==> config.mk <==
export PLATFORM = sky130hd
export DESIGN_NAME = json_top_level_key_finder
export DESIGN_NICKNAME = d
export VERILOG_FILES = /design/src/rtl/core/jtk_pkg.sv /design/src/rtl/core/json_top_level_key_finder.sv /design/src/rtl/core/jtk_in_stage.sv /design/src/rtl/core/jtk_scan.sv /design/src/rtl/core/jtk_out_stage.sv
export SDC_FILE = /design/constraint.sdc
export NUM_CORES = 1
export LEC_CHECK = 0
export ABC_AREA = 1
export BUFFER_PORTS_ARGS = -buffer_cell sky130_fd_sc_hd__buf_2
export CORE_ASPECT_RATIO = 1.25
export CORE_MARGIN = 1.5
export CORE_UTILIZATION = 50
export CTS_BUF_LIST = sky130_fd_sc_hd__clkbuf_4 sky130_fd_sc_hd__clkbuf_8
export CTS_CLUSTER_SIZE = 14
export DETAILED_ROUTE_END_ITERATION = 10
export PLACE_DENSITY = 0.73
export SETUP_SLACK_MARGIN = 0.05
export SYNTH_ARGS = -nofsm -noshare
export SYNTH_HDL_FRONTEND = slang
export SYNTH_HIERARCHICAL = 1
export SYNTH_SLANG_ARGS = --single-unit
==> constraint.sdc <==
create_clock -name clock -period 3.9 [get_ports clock]
set_input_delay 0.39 -clock clock [delete_from_list [all_inputs] [get_ports clock]]
set_output_delay 0.39 -clock clock [all_outputs]
set_load 0.05 [all_outputs]
==> src/rtl/core/jtk_pkg.sv <==
// ----------------------------------------------------------------------------
// jtk_pkg
// Shared types and constants for the top-level JSON key finder.
// ----------------------------------------------------------------------------
package jtk_pkg;

   localparam int KEY_BYTES_MAX  = 32;
   localparam int OFFSET_BITS    = 16;
   localparam int DEPTH_BITS     = 8;

   localparam int KEY_REG_COUNT  = 4;
   localparam int KEY_REG_W      = 64;
   localparam int KEY_FLAT_W     = KEY_REG_COUNT * KEY_REG_W;
   localparam int KEY_LEN_W      = 6;
   localparam int KEY_INDEX_W    = (KEY_BYTES_MAX > 1) ? $clog2(KEY_BYTES_MAX) : 1;
   localparam int CSR_INDEX_W    = 3;
   localparam int CSR_DATA_W     = 64;
   localparam int VALUE_OFFSET_W = 16;

   localparam logic [OFFSET_BITS-1:0] OFFSET_TOP = '1;
   localparam logic [DEPTH_BITS-1:0]  DEPTH_TOP  = '1;

   // Register indexes on the csr port
   localparam logic [CSR_INDEX_W-1:0] CSR_KEY_0_7   = 3'd0;
   localparam logic [CSR_INDEX_W-1:0] CSR_KEY_8_15  = 3'd1;
   localparam logic [CSR_INDEX_W-1:0] CSR_KEY_16_23 = 3'd2;
   localparam logic [CSR_INDEX_W-1:0] CSR_KEY_24_31 = 3'd3;
   localparam logic [CSR_INDEX_W-1:0] CSR_KEY_LEN   = 3'd4;

   // Characters the scanner reacts to
   localparam logic [7:0] CH_NUL       = 8'h00;
   localparam logic [7:0] CH_BACKSLASH = 8'h5C;
   localparam logic [7:0] CH_QUOTE     = 8'h22;
   localparam logic [7:0] CH_LBRACE    = 8'h7B;
   localparam logic [7:0] CH_RBRACE    = 8'h7D;
   localparam logic [7:0] CH_LBRACKET  = 8'h5B;
   localparam logic [7:0] CH_RBRACKET  = 8'h5D;
   localparam logic [7:0] CH_COLON     = 8'h3A;
   localparam logic [7:0] CH_SPACE     = 8'h20;
   localparam logic [7:0] CH_TAB       = 8'h09;
   localparam logic [7:0] CH_CR        = 8'h0D;
   localparam logic [7:0] CH_LF        = 8'h0A;

   typedef enum logic [1:0] {
      PH_IDLE  = 2'd0,
      PH_KEY   = 2'd1,
      PH_QUOTE = 2'd2,
      PH_COLON = 2'd3
   } phase_type;

   typedef struct packed {
      logic [7:0] text_byte;
      logic       end_of_text;
   } item_type;

   typedef struct packed {
      logic                      found;
      logic [VALUE_OFFSET_W-1:0] value_offset;
   } result_type;

endpackage

==> src/rtl/core/json_top_level_key_finder.sv <==
// ----------------------------------------------------------------------------
// json_top_level_key_finder
// Scans JSON text one byte per word and reports, once per document, where the
// value of a configured top-level key starts or that it was not found.
//
//   channel  dir  handshake               payload
//   req      in   req_valid / req_stall   req_text_byte, req_end_of_text
//   rsp      out  rsp_valid / rsp_stall   rsp_found, rsp_value_offset
//   csr      in   csr_write_enable        csr_index, csr_write_data
//
// One byte per cycle sustained unless the result stalls; a byte is held in the
// input register and its result, if any, is loaded into the result register.
// The byte step is a single pass of compare and depth logic between the two.
// Reset is synchronous and clears the scan state and loads the key defaults.
// A stalled result holds the input register; req_stall rises only then.
// ----------------------------------------------------------------------------
module json_top_level_key_finder (
   input  logic                                  clock,
   input  logic                                  reset,
   input  logic                                  req_valid,
   output logic                                  req_stall,
   input  logic [7:0]                            req_text_byte,
   input  logic                                  req_end_of_text,
   output logic                                  rsp_valid,
   input  logic                                  rsp_stall,
   output logic                                  rsp_found,
   output logic [jtk_pkg::VALUE_OFFSET_W-1:0]    rsp_value_offset,
   input  logic                                  csr_write_enable,
   input  logic [jtk_pkg::CSR_INDEX_W-1:0]       csr_index,
   input  logic [jtk_pkg::CSR_DATA_W-1:0]        csr_write_data
);
   import jtk_pkg::*;

   item_type   req_item;
   item_type   item;
   logic       item_valid;
   logic       advance;
   logic       result_valid;
   result_type result;
   result_type rsp_result;

   assign req_item.text_byte   = req_text_byte;
   assign req_item.end_of_text = req_end_of_text;

   jtk_in_stage u_in (
      .clock      (clock),
      .reset      (reset),
      .req_valid  (req_valid),
      .req_stall  (req_stall),
      .req_item   (req_item),
      .advance    (advance),
      .item_valid (item_valid),
      .item       (item)
   );

   jtk_scan u_scan (
      .clock            (clock),
      .reset            (reset),
      .csr_write_enable (csr_write_enable),
      .csr_index        (csr_index),
      .csr_write_data   (csr_write_data),
      .step             (item_valid && advance),
      .item             (item),
      .result_valid     (result_valid),
      .result           (result)
   );

   jtk_out_stage u_out (
      .clock      (clock),
      .reset      (reset),
      .load       (item_valid && advance && result_valid),
      .result     (result),
      .free       (advance),
      .rsp_valid  (rsp_valid),
      .rsp_stall  (rsp_stall),
      .rsp_result (rsp_result)
   );

   assign rsp_found        = rsp_result.found;
   assign rsp_value_offset = rsp_result.value_offset;

endmodule

==> src/rtl/core/jtk_in_stage.sv <==
// ----------------------------------------------------------------------------
// jtk_in_stage
// Input register: captures one text word per cycle and holds it while the
// result side is blocked.
// ----------------------------------------------------------------------------
module jtk_in_stage (
   input  logic              clock,
   input  logic              reset,
   input  logic              req_valid,
   output logic              req_stall,
   input  jtk_pkg::item_type req_item,
   input  logic              advance,
   output logic              item_valid,
   output jtk_pkg::item_type item
);
   import jtk_pkg::*;

   logic     valid_ff;
   item_type item_ff;

   // hold the word only when it cannot move on
   assign req_stall  = valid_ff && !advance;
   assign item_valid = valid_ff;
   assign item       = item_ff;

   always_ff @(posedge clock) begin
      if (reset) begin
         valid_ff <= 1'b0;
      end else if (!req_stall) begin
         valid_ff <= req_valid;
      end
   end

   always_ff @(posedge clock) begin
      if (req_valid && !req_stall) begin
         item_ff <= req_item;
      end
   end

endmodule

==> src/rtl/core/jtk_scan.sv <==
// ----------------------------------------------------------------------------
// jtk_scan
// Key registers, document scan state and the one-byte step that tracks
// strings, depths and the key compare.
// ----------------------------------------------------------------------------
module jtk_scan (
   input  logic                                 clock,
   input  logic                                 reset,
   input  logic                                 csr_write_enable,
   input  logic [jtk_pkg::CSR_INDEX_W-1:0]      csr_index,
   input  logic [jtk_pkg::CSR_DATA_W-1:0]       csr_write_data,
   input  logic                                 step,
   input  jtk_pkg::item_type                    item,
   output logic                                 result_valid,
   output jtk_pkg::result_type                  result
);
   import jtk_pkg::*;

   logic [KEY_REG_W-1:0]   key_ff [KEY_REG_COUNT];
   logic [KEY_LEN_W-1:0]   key_len_ff;

   logic                   in_string_ff,  in_string_in;
   logic                   escape_ff,     escape_in;
   logic [DEPTH_BITS-1:0]  obj_depth_ff,  obj_depth_in;
   logic [DEPTH_BITS-1:0]  arr_depth_ff,  arr_depth_in;
   phase_type              phase_ff,      phase_in;
   logic [KEY_LEN_W-1:0]   match_idx_ff,  match_idx_in;
   logic [OFFSET_BITS-1:0] position_ff,   position_in;
   logic                   finished_ff,   finished_in;

   logic [KEY_FLAT_W-1:0]  key_flat;
   logic [KEY_LEN_W-1:0]   used_len;
   logic [7:0]             key_char;
   logic [7:0]             b;
   logic                   may_start;
   logic                   hit;
   logic                   is_space;
   logic [OFFSET_BITS-1:0] offset;

   always_comb begin
      for (int i = 0; i < KEY_REG_COUNT; i++) begin
         key_flat[i*KEY_REG_W +: KEY_REG_W] = key_ff[i];
      end
   end

   assign used_len = (key_len_ff > KEY_LEN_W'(KEY_BYTES_MAX)) ?
                     KEY_LEN_W'(KEY_BYTES_MAX) : key_len_ff;
   assign key_char = key_flat[match_idx_ff[KEY_INDEX_W-1:0]*8 +: 8];
   assign b        = item.text_byte;
   assign is_space = (b == CH_SPACE) || (b == CH_TAB) || (b == CH_CR) || (b == CH_LF);
   assign offset   = (position_ff < OFFSET_TOP) ? position_ff + 1'b1 : OFFSET_TOP;

   always_comb begin
      in_string_in = in_string_ff;
      escape_in    = escape_ff;
      obj_depth_in = obj_depth_ff;
      arr_depth_in = arr_depth_ff;
      phase_in     = phase_ff;
      match_idx_in = match_idx_ff;
      finished_in  = finished_ff;
      position_in  = (position_ff < OFFSET_TOP) ? position_ff + 1'b1 : position_ff;
      may_start    = (phase_ff == PH_IDLE);
      hit          = 1'b0;
      result_valid = 1'b0;
      result       = '0;

      if (!finished_ff) begin
         if (b == CH_NUL) begin
            result_valid = 1'b1;
            finished_in  = 1'b1;
         end else begin
            unique case (phase_ff)
               PH_KEY: begin
                  if (match_idx_ff < used_len && b == key_char) begin
                     match_idx_in = match_idx_ff + 1'b1;
                     if (match_idx_ff + 1'b1 >= used_len) begin
                        phase_in = PH_QUOTE;
                     end
                  end else begin
                     phase_in = PH_IDLE;
                  end
               end
               PH_QUOTE: begin
                  phase_in = (b == CH_QUOTE) ? PH_COLON : PH_IDLE;
               end
               PH_COLON: begin
                  if (is_space) begin
                     phase_in = PH_COLON;
                  end else if (b == CH_COLON) begin
                     result_valid        = 1'b1;
                     result.found        = 1'b1;
                     result.value_offset = VALUE_OFFSET_W'(offset);
                     finished_in         = 1'b1;
                     hit                 = 1'b1;
                  end else begin
                     // not the colon: drop the compare, the byte may start another
                     phase_in  = PH_IDLE;
                     may_start = 1'b1;
                  end
               end
               default: begin
                  phase_in = phase_ff;
               end
            endcase

            if (!hit) begin
               if (in_string_ff) begin
                  if (!escape_ff && b == CH_BACKSLASH) begin
                     escape_in = 1'b1;
                  end else begin
                     if (!escape_ff && b == CH_QUOTE) begin
                        in_string_in = 1'b0;
                     end
                     escape_in = 1'b0;
                  end
               end else if (b == CH_QUOTE) begin
                  if (may_start && obj_depth_ff == DEPTH_BITS'(1) && arr_depth_ff == '0 &&
                      used_len != '0) begin
                     phase_in     = PH_KEY;
                     match_idx_in = '0;
                  end
                  in_string_in = 1'b1;
                  escape_in    = 1'b0;
               end else if (b == CH_LBRACE) begin
                  if (obj_depth_ff < DEPTH_TOP) obj_depth_in = obj_depth_ff + 1'b1;
               end else if (b == CH_RBRACE) begin
                  if (obj_depth_ff != '0) obj_depth_in = obj_depth_ff - 1'b1;
               end else if (b == CH_LBRACKET) begin
                  if (arr_depth_ff < DEPTH_TOP) arr_depth_in = arr_depth_ff + 1'b1;
               end else if (b == CH_RBRACKET) begin
                  if (arr_depth_ff != '0) arr_depth_in = arr_depth_ff - 1'b1;
               end
            end
         end
      end

      if (item.end_of_text) begin
         // close the document: report a miss unless already reported
         if (!finished_in && !result_valid) begin
            result_valid = 1'b1;
         end
         in_string_in = 1'b0;
         escape_in    = 1'b0;
         obj_depth_in = '0;
         arr_depth_in = '0;
         phase_in     = PH_IDLE;
         match_idx_in = '0;
         position_in  = '0;
         finished_in  = 1'b0;
      end
   end

   always_ff @(posedge clock) begin
      if (reset) begin
         in_string_ff <= 1'b0;
         escape_ff    <= 1'b0;
         obj_depth_ff <= '0;
         arr_depth_ff <= '0;
         phase_ff     <= PH_IDLE;
         match_idx_ff <= '0;
         position_ff  <= '0;
         finished_ff  <= 1'b0;
      end else if (step) begin
         in_string_ff <= in_string_in;
         escape_ff    <= escape_in;
         obj_depth_ff <= obj_depth_in;
         arr_depth_ff <= arr_depth_in;
         phase_ff     <= phase_in;
         match_idx_ff <= match_idx_in;
         position_ff  <= position_in;
         finished_ff  <= finished_in;
      end
   end

   always_ff @(posedge clock) begin
      if (reset) begin
         for (int i = 0; i < KEY_REG_COUNT; i++) begin
            key_ff[i] <= '0;
         end
         key_len_ff <= KEY_LEN_W'(1);
      end else if (csr_write_enable) begin
         unique case (csr_index)
            CSR_KEY_0_7:   key_ff[0]  <= csr_write_data;
            CSR_KEY_8_15:  key_ff[1]  <= csr_write_data;
            CSR_KEY_16_23: key_ff[2]  <= csr_write_data;
            CSR_KEY_24_31: key_ff[3]  <= csr_write_data;
            CSR_KEY_LEN:   key_len_ff <= csr_write_data[KEY_LEN_W-1:0];
            default:       key_len_ff <= key_len_ff;
         endcase
      end
   end

endmodule

==> src/rtl/core/jtk_out_stage.sv <==
// ----------------------------------------------------------------------------
// jtk_out_stage
// Result register: holds one result word until the consumer takes it.
// ----------------------------------------------------------------------------
module jtk_out_stage (
   input  logic                      clock,
   input  logic                      reset,
   input  logic                      load,
   input  jtk_pkg::result_type       result,
   output logic                      free,
   output logic                      rsp_valid,
   input  logic                      rsp_stall,
   output jtk_pkg::result_type       rsp_result
);
   import jtk_pkg::*;

   logic       valid_ff;
   result_type result_ff;

   assign free       = !valid_ff || !rsp_stall;
   assign rsp_valid  = valid_ff;
   assign rsp_result = result_ff;

   always_ff @(posedge clock) begin
      if (reset) begin
         valid_ff <= 1'b0;
      end else if (load) begin
         valid_ff <= 1'b1;
      end else if (!rsp_stall) begin
         valid_ff <= 1'b0;
      end
   end

   always_ff @(posedge clock) begin
      if (load) begin
         result_ff <= result;
      end
   end

endmodule

==> results of run 1 <==
[registers in the layout, summed over array words and instances, names as in the netlist]
| name | flops |
|---|---|
| u_scan/position_ff | 16 |
| u_in/item_valid | 1 |
| u_scan/obj_depth_ff | 8 |
| u_scan/match_idx_ff | 6 |
| u_scan/phase_ff | 2 |
| u_scan/escape_ff | 1 |
| u_out/rsp_result | 17 |
| u_out/rsp_valid | 1 |
| u_scan/key_ff | 256 |
| u_in/item | 9 |
| u_scan/arr_depth_ff | 8 |
| u_scan/finished_ff | 1 |
| u_scan/in_string_ff | 1 |
| u_scan/key_len_ff | 6 |
[per-stage QoR]
| stage | util | hold WS [ns] | setup WS [ns] |
|---|---|---|---|
| floorplan | - | 0.444 | 1.23 |
| global placement | 0.534 | 0.454 | 0.959 |
| detailed placement | 0.534 | 0.458 | 0.887 |
| CTS | 0.568 | 0.0362 | 0.860 |
| global route | 0.568 | 0.0728 | 0.585 |
| finish | 0.568 | 0.0678 | 0.846 |
[synthesized netlist by cell type, drive strengths merged]
cell type    n  area (sq um)
nand4       17           106
buf         41           272
fa           1          20.0
nand2      285          1080
a31o         1          8.76
a21oi       59           299
a211oi       3          27.5
o211ai      15           113
o21ai      108           541
inv        248           933
edfxtp     282          8470
a41oi        1          8.76
o32ai        1          8.76
clkbuf      47           176
dfxtp       51          1020
nor3b        1          7.51
nor3        14          80.1
and2         2          12.5
nor4         3          18.8
a21boi       2          15.0
o21a         3          22.5
a31oi        2          12.5
o31ai        1          7.51
o21bai       1          7.51
xnor2        3          26.3
or2         17           106
nand3      175           891
ha          24           300
nand3b       1          7.51
o31a         1          8.76
xor2        16           140
a22oi        3          22.5
clkinv       5          20.0
nor2       431          1660
o22ai        7          43.8
[critical path, stage by stage, from the launching register on]
cell,delay [ns]
edfxtp_1,0.45
nor2_1,0.17
nand3_1,0.15
nor2_1,0.38
inv_1,0.23
ha_1,0.37
inv_1,0.06
o31ai_1,0.26
and2_1,0.18
nor2_1,0.04
nor2_1,0.08
nor2_1,0.05
xor2_1,0.13
or2_2,0.29
a21oi_1,0.13
[power by group through the flow]
stage	Combinational [uW]	Sequential [uW]	Clock (uW)
after detailed placement	569	4210	0
final	584	4130	2950
after floorplan	337	4220	0
after global placement	561	4200	0
after global routing	645	4150	3130
after CTS	581	4130	3000
[cells by family (layout without fill, tap and decap cells)]
kind of cell	after synthesis	after routing	share of synthesized area
simple gates	946	946	0.240
buf+inv	341	483	0.0850
flops	333	333	0.576
compound gates	208	208	0.0695
fa+ha+maj	25	25	0.0194
xor+xnor	19	19	0.0101
[worst min-delay path by stage]
stage	end	from	slack, ns	cells past startpoint
2_1_floorplan	u_scan/position_ff[4]	u_scan/position_ff[4]	0.44	2
3_3_place_gp	u_scan/position_ff[4]	u_scan/position_ff[4]	0.45	2
3_5_place_dp	u_scan/position_ff[4]	u_scan/position_ff[4]	0.46	2
4_1_cts	u_in/item_valid	req_valid	0.04	3
5_1_grt	u_in/item_valid	req_valid	0.07	3
6_report	u_in/item_valid	req_valid	0.07	3
[what timing repair did]
| item | 4_1_cts | 5_1_grt |
|---|---|---|
| hold buffers | 9 | 0 |
| hold endpoints to repair | 9 | 0 |
| resized for setup | 0 | 0 |
| setup endpoints to repair | 0 | 0 |
[layout make-up]
class | count | share of cell area
clock buffers | 77 | 0.0505
clock inverters | 16 | 0.00588
inverters | 253 | 0.0515
multi-input cells | 1198 | 0.303
flip-flops and latches | 333 | 0.512
well taps | 418 | 0.0282
repair buffers | 137 | 0.0481
[layer usage]
metal,routed length [um],vias to the layer above,part of all wire
met5,0,-,0
met3,2810,95,0.066
met1,16600,6165,0.39
met4,1760,0,0.041
li1,-,6322,-
met2,21200,548,0.50
==> results.txt, run 1 <==
Cell Area, Synth -> 0.0165 sq mm
FF-to-FF End -> u_scan/arr_depth_ff[6]
Reg clk slew, reported paths -> 0.06 ns
CP startpoint kind -> flop
fin cells -> 2432
Crit. Startpoint -> u_in/item[3]
CTS tree -> yes
M1 GR Usage -> 0.315
met3 usage -> 0.0355
max-slew headroom at the worst pin -> 0.378
Post-CTS Setup Bufs -> 0
Hold Vio Cnt, Final -> 0
first-pass GRT wire length -> 66000 um
layout cell share with drive strength beyond 1 -> 0.128
Die Area -> 0.0341 sq mm
placed cells -> 2330
Clock Tree Root -> clkbuf_8
Max clock buf depth -> 3
total power -> 7670 uW
hpwl dp -> 27600 um
Tcrit/Tclk final -> 0.783
Synth Area per Inst -> 8.81 sq um
CTS buffer count -> 52
Crit path arrival time -> 3.57 ns
Core Region -> 0.0326 sq mm
most common cell after layout, fill and taps aside -> nor2_1
MaxCap Viol Count -> 0
routability cong. -> 0.906
initial antenna violation count -> 0
multi-input logic area -> 0.00562 sq mm
Rows -> 74
IO Pins -> 100
RSZ-0062 raised after global routing -> false
Clock Power Share -> 0.384
reg-to-reg startpoint -> u_in/item[3]
worst-path fanout max -> 6
vias in the first global route -> 12600
Syn Nets -> 1978
remaining global-route overflow -> 0
WL per Instance -> 17.4 um
Ys Warns -> 6
Seq pwr share -> 0.539
worst skew pair latency -> 0.61 ns
FF-to-FF path depth -> 14
Worst EP required -> 4.41 ns
most frequent cells in the layout -> nor2_1 (424), edfxtp_1 (282), nand2_1 (278), inv_1 (242), nand3_1 (171)
initial drt markers -> 1327
setup TNS -> 0 ns
register area share after synthesis -> 0.576
Critical Path Sink Type -> flop
Worst IR Drop VDD -> 237 uV
Via density -> 5.40
# fillers -> 2872
vias -> 13100
Critical Path End -> u_scan/arr_depth_ff[6]
fmax -> 327 MHz
Yosys cell types -> 50
initial core utilization -> 0.506
diode count -> 0
Max Transition Viols Final -> 0
WL final -> 42400 um
register area -> 0.00949 sq mm
number of port buffers -> 99
largest net degree at the start of global routing -> 65
worst hold path class -> in2reg
final setup fails -> 0
internal power -> 5840 uW
P_leak -> 0.00790 uW
Routed Antenna Nets -> 0
PD cells -> 414 mW/mm^2
status -> completed
Die W -> 165 um
fin area -> 0.0185 sq mm
switching portion of total power -> 0.238
drt pass-1 iters -> 6
Area Growth Syn to Fin -> 12.4%
grt peak-use layer -> met2
combinational share of power -> 0.076
NetSw -> 1830 uW
met2 GRT Util -> 0.435
clock sink total -> 333
synthesized flop and latch total -> 333
Setup Crit Path Kind -> reg2reg
H-tree levels -> 2
Syn Inst Count -> 1872
drt drc -> 0
Nets -> 2081
Tightest Pin Transition -> 0.930 ns
clk_skew -> 0.0274 ns
Final min period -> 3.05 ns
r2r setup slk -> 0.85 ns
GRT Total Usage -> 0.254
die height -> 206 um
Placed Area -> 0.0174 sq mm
(Power assumes the default switching activity.)
==> run 2, diff against run 1 <==
Clock period 3.9 ns to 3.2 ns, I/O delays scaled along.
==> run 2 against run 1 <==
Sequential cell count stayed put. Clock power is 21% higher. Count of clock-buffer cells in the layout stayed put. Non-clock buffer count is 3 higher. Critical path type unchanged. Critical endpoint is now u_scan/match_idx_ff[0]. Largest cell class unchanged.
==> results.txt, run 2 (synthesis results as in run 1) <==
FF-to-FF path depth -> 16 (+2)
Critical Path Sink Type -> flop
Crit path top cell by count -> nand3_1
Crit path max-delay family -> simple AND/OR/NAND/NOR gates
WL final -> 42500 um (+0.26%)
Crit. Startpoint -> u_scan/match_idx_ff[0]
most flop-heavy register -> u_scan/key_ff
PD cells -> 503 mW/mm^2 (+22%)
Reg clk slew, reported paths -> 0.06 ns (about the same)
r2r setup slk -> 0.38 ns (-0.47 ns)
Slowest-stage cell, CP -> inv_4
# fillers -> 2892 (+0.70%)
Nets -> 2083 (+0.096%)
slowest stage delay, CP -> 0.43 ns (-0.02 ns)
max FFs per register -> 256 (unchanged)
setup TNS -> 0 ns (unchanged)
hold depth -> 3 (unchanged)
reg-to-reg startpoint -> u_scan/match_idx_ff[0]
CTS tree -> yes
CP Cell Sequence -> inv_4 > buf_4 > nand2_1 > nand3_1 > nand3_1 > nand3_1 > nand3_1 > nand3_1 > nand2_1 > nor2_1 > nand2_1 > nor2_4 > nand3_2 > nand2_1 > nand3_1 > a21oi_1
worst skew pair latency -> 0.62 ns (about the same)
initial drt markers -> 1337 (+0.75%)
initial core utilization -> 0.506 (unchanged)
hold path start -> csr_write_data[5]
fin area -> 0.0186 sq mm (+0.18%)
Tightest Pin Transition -> 0.899 ns (-0.0303 ns)
Post-CTS Setup Bufs -> 0 (unchanged)
CP startpoint kind -> flop
clk_skew -> 0.0354 ns (+0.00805 ns)
Crit path arrival time -> 3.35 ns (-0.22 ns)
Worst IR Drop VDD -> 348 uV (+47%)
Tcrit/Tclk final -> 0.881 (+0.0984)
H-tree levels -> 2 (unchanged)
final setup fails -> 0 (unchanged)
first-pass GRT wire length -> 66300 um (+0.51%)
Core Region -> 0.0326 sq mm (unchanged)
WL per Instance -> 17.5 um (+0.22%)
number of port buffers -> 99 (unchanged)
Post-Place Setup Slack -> 0.469 ns (-0.418 ns)
clock sink total -> 333 (unchanged)
most frequent cells in the layout -> nor2_1 (424), edfxtp_1 (282), nand2_1 (278), inv_1 (242), nand3_1 (171)
worst-path fanout max -> 51 (+45)
status -> completed
Final min period -> 2.82 ns (-0.233 ns)
max-slew headroom at the worst pin -> 0.401 (+0.0225)
MaxCap Viol Count -> 0 (unchanged)
Die W -> 165 um (unchanged)
Die Area -> 0.0341 sq mm (unchanged)
Worst EP required -> 3.73 ns (-0.68 ns)
largest net degree at the start of global routing -> 67 (+3.1%)
CTS buffer count -> 51 (-1.9%)
layout cell share with drive strength beyond 1 -> 0.129 (+0.00143)
worst hold path class -> in2reg
crit path buf inv count -> 2 (unchanged)
Routed Antenna Nets -> 0 (unchanged)
Rows -> 74 (unchanged)
Hold Vio Cnt, Final -> 0 (unchanged)
IO Pins -> 100 (unchanged)
drt pass-1 iters -> 7 (+1)
Via density -> 5.44 (+0.73%)
fmax -> 355 MHz (+8.3%)
vias -> 13200 (+0.77%)
GRT Total Usage -> 0.254 (+0.000565)
hpwl dp -> 27500 um (-0.41%)
Max Transition Viols Final -> 0 (unchanged)
Max clock buf depth -> 3 (unchanged)
RSZ-0062 raised after global routing -> false
most common cell after layout, fill and taps aside -> nor2_1
diode count -> 0 (unchanged)
Placed Area -> 0.0174 sq mm (+0.19%)
Hold EP -> u_scan/key_len_ff[5]
Area Growth Syn to Fin -> 12.6%
drt drc -> 0 (unchanged)
vias in the first global route -> 12600 (-0.32%)
remaining global-route overflow -> 0 (unchanged)
die height -> 206 um (unchanged)
Clock Tree Root -> clkbuf_8
FF-to-FF End -> u_scan/match_idx_ff[0]
setup ws final -> 0.379 ns (-0.467 ns)
P_leak -> 0.00791 uW (+0.12%)
Setup Crit Path Kind -> reg2reg
initial antenna violation count -> 0 (unchanged)
routability cong. -> 0.948 (+4.6%)
==> run 2: changes by cell type in the layout (fill, tap and decap cells not counted), sizes merged <==
cell / previous run / this run
buf: 128 / 129
clkinvlp: 0 / 1
clkinv: 19 / 16
dlygate4sd3: 9 / 11
==> run 2: worst register-to-register path, stage by stage (launching register included) <==
cell,delay [ns]
dfxtp_4,0.38
inv_4,0.43
buf_4,0.27
nand2_1,0.06
nand3_1,0.15
nand3_1,0.09
nand3_1,0.09
nand3_1,0.18
nand3_1,0.12
nand2_1,0.06
nor2_1,0.13
nand2_1,0.10
nor2_4,0.18
nand3_2,0.17
nand2_1,0.10
nand3_1,0.07
a21oi_1,0.15
==> run 2: area by class of cell <==
class | count | area, sq um | share of cell area
clock buffers | 77 | 928 | 0.0500
clock inverters | 14 | 95.1 | 0.00512
inverters | 253 | 953 | 0.0514
multi-input cells | 1198 | 5620 | 0.303
flip-flops and latches | 333 | 9490 | 0.512
well taps | 418 | 523 | 0.0282
repair buffers | 140 | 943 | 0.0508
==> run 2: routing by layer <==
| metal | global-route usage | vias up | share of wire |
|---|---|---|---|
| met1 | 0.315 | 6220 | 0.39 |
| met5 | 0 | - | 0 |
| met3 | 0.0409 | 124 | 0.072 |
| li1 | - | 6325 | - |
| met2 | 0.430 | 562 | 0.49 |
| met4 | 0.126 | 0 | 0.046 |
==> run 2: where the power goes <==
part           switching [uW]  internal, uW
sequential               87.9          4960
clock                    1650          1930
combinational             494           213
==> run 2: worst max path at each step <==
stage,slack (ns),end,depth (start not counted)
3_5_place_dp,0.47,u_scan/arr_depth_ff[6],14
5_1_grt,0.11,u_scan/arr_depth_ff[7],17
2_1_floorplan,0.60,u_scan/arr_depth_ff[6],14
6_report,0.38,u_scan/match_idx_ff[0],16
4_1_cts,0.42,u_scan/arr_depth_ff[6],15
3_3_place_gp,0.42,u_scan/arr_depth_ff[6],15
==> run 2: repair_timing <==
item / in CTS / in global routing
endpoints found under the hold margin: 11 / 0
gates resized for setup: 0 / 0
hold buffers: 11 / 0
==> run 2: metrics by stage <==
step / utilization / instances / hold slack [ns] / total power, uW
after floorplan: - / 1872 / 0.382 / 5550
after global placement: 0.535 / 2331 / 0.454 / 5810
after detailed placement: 0.535 / 2331 / 0.457 / 5820
after CTS: 0.569 / 2433 / 0.00586 / 9390
after global routing: 0.569 / 2433 / 0.0226 / 9650
final: 0.569 / 2433 / 0.0386 / 9330
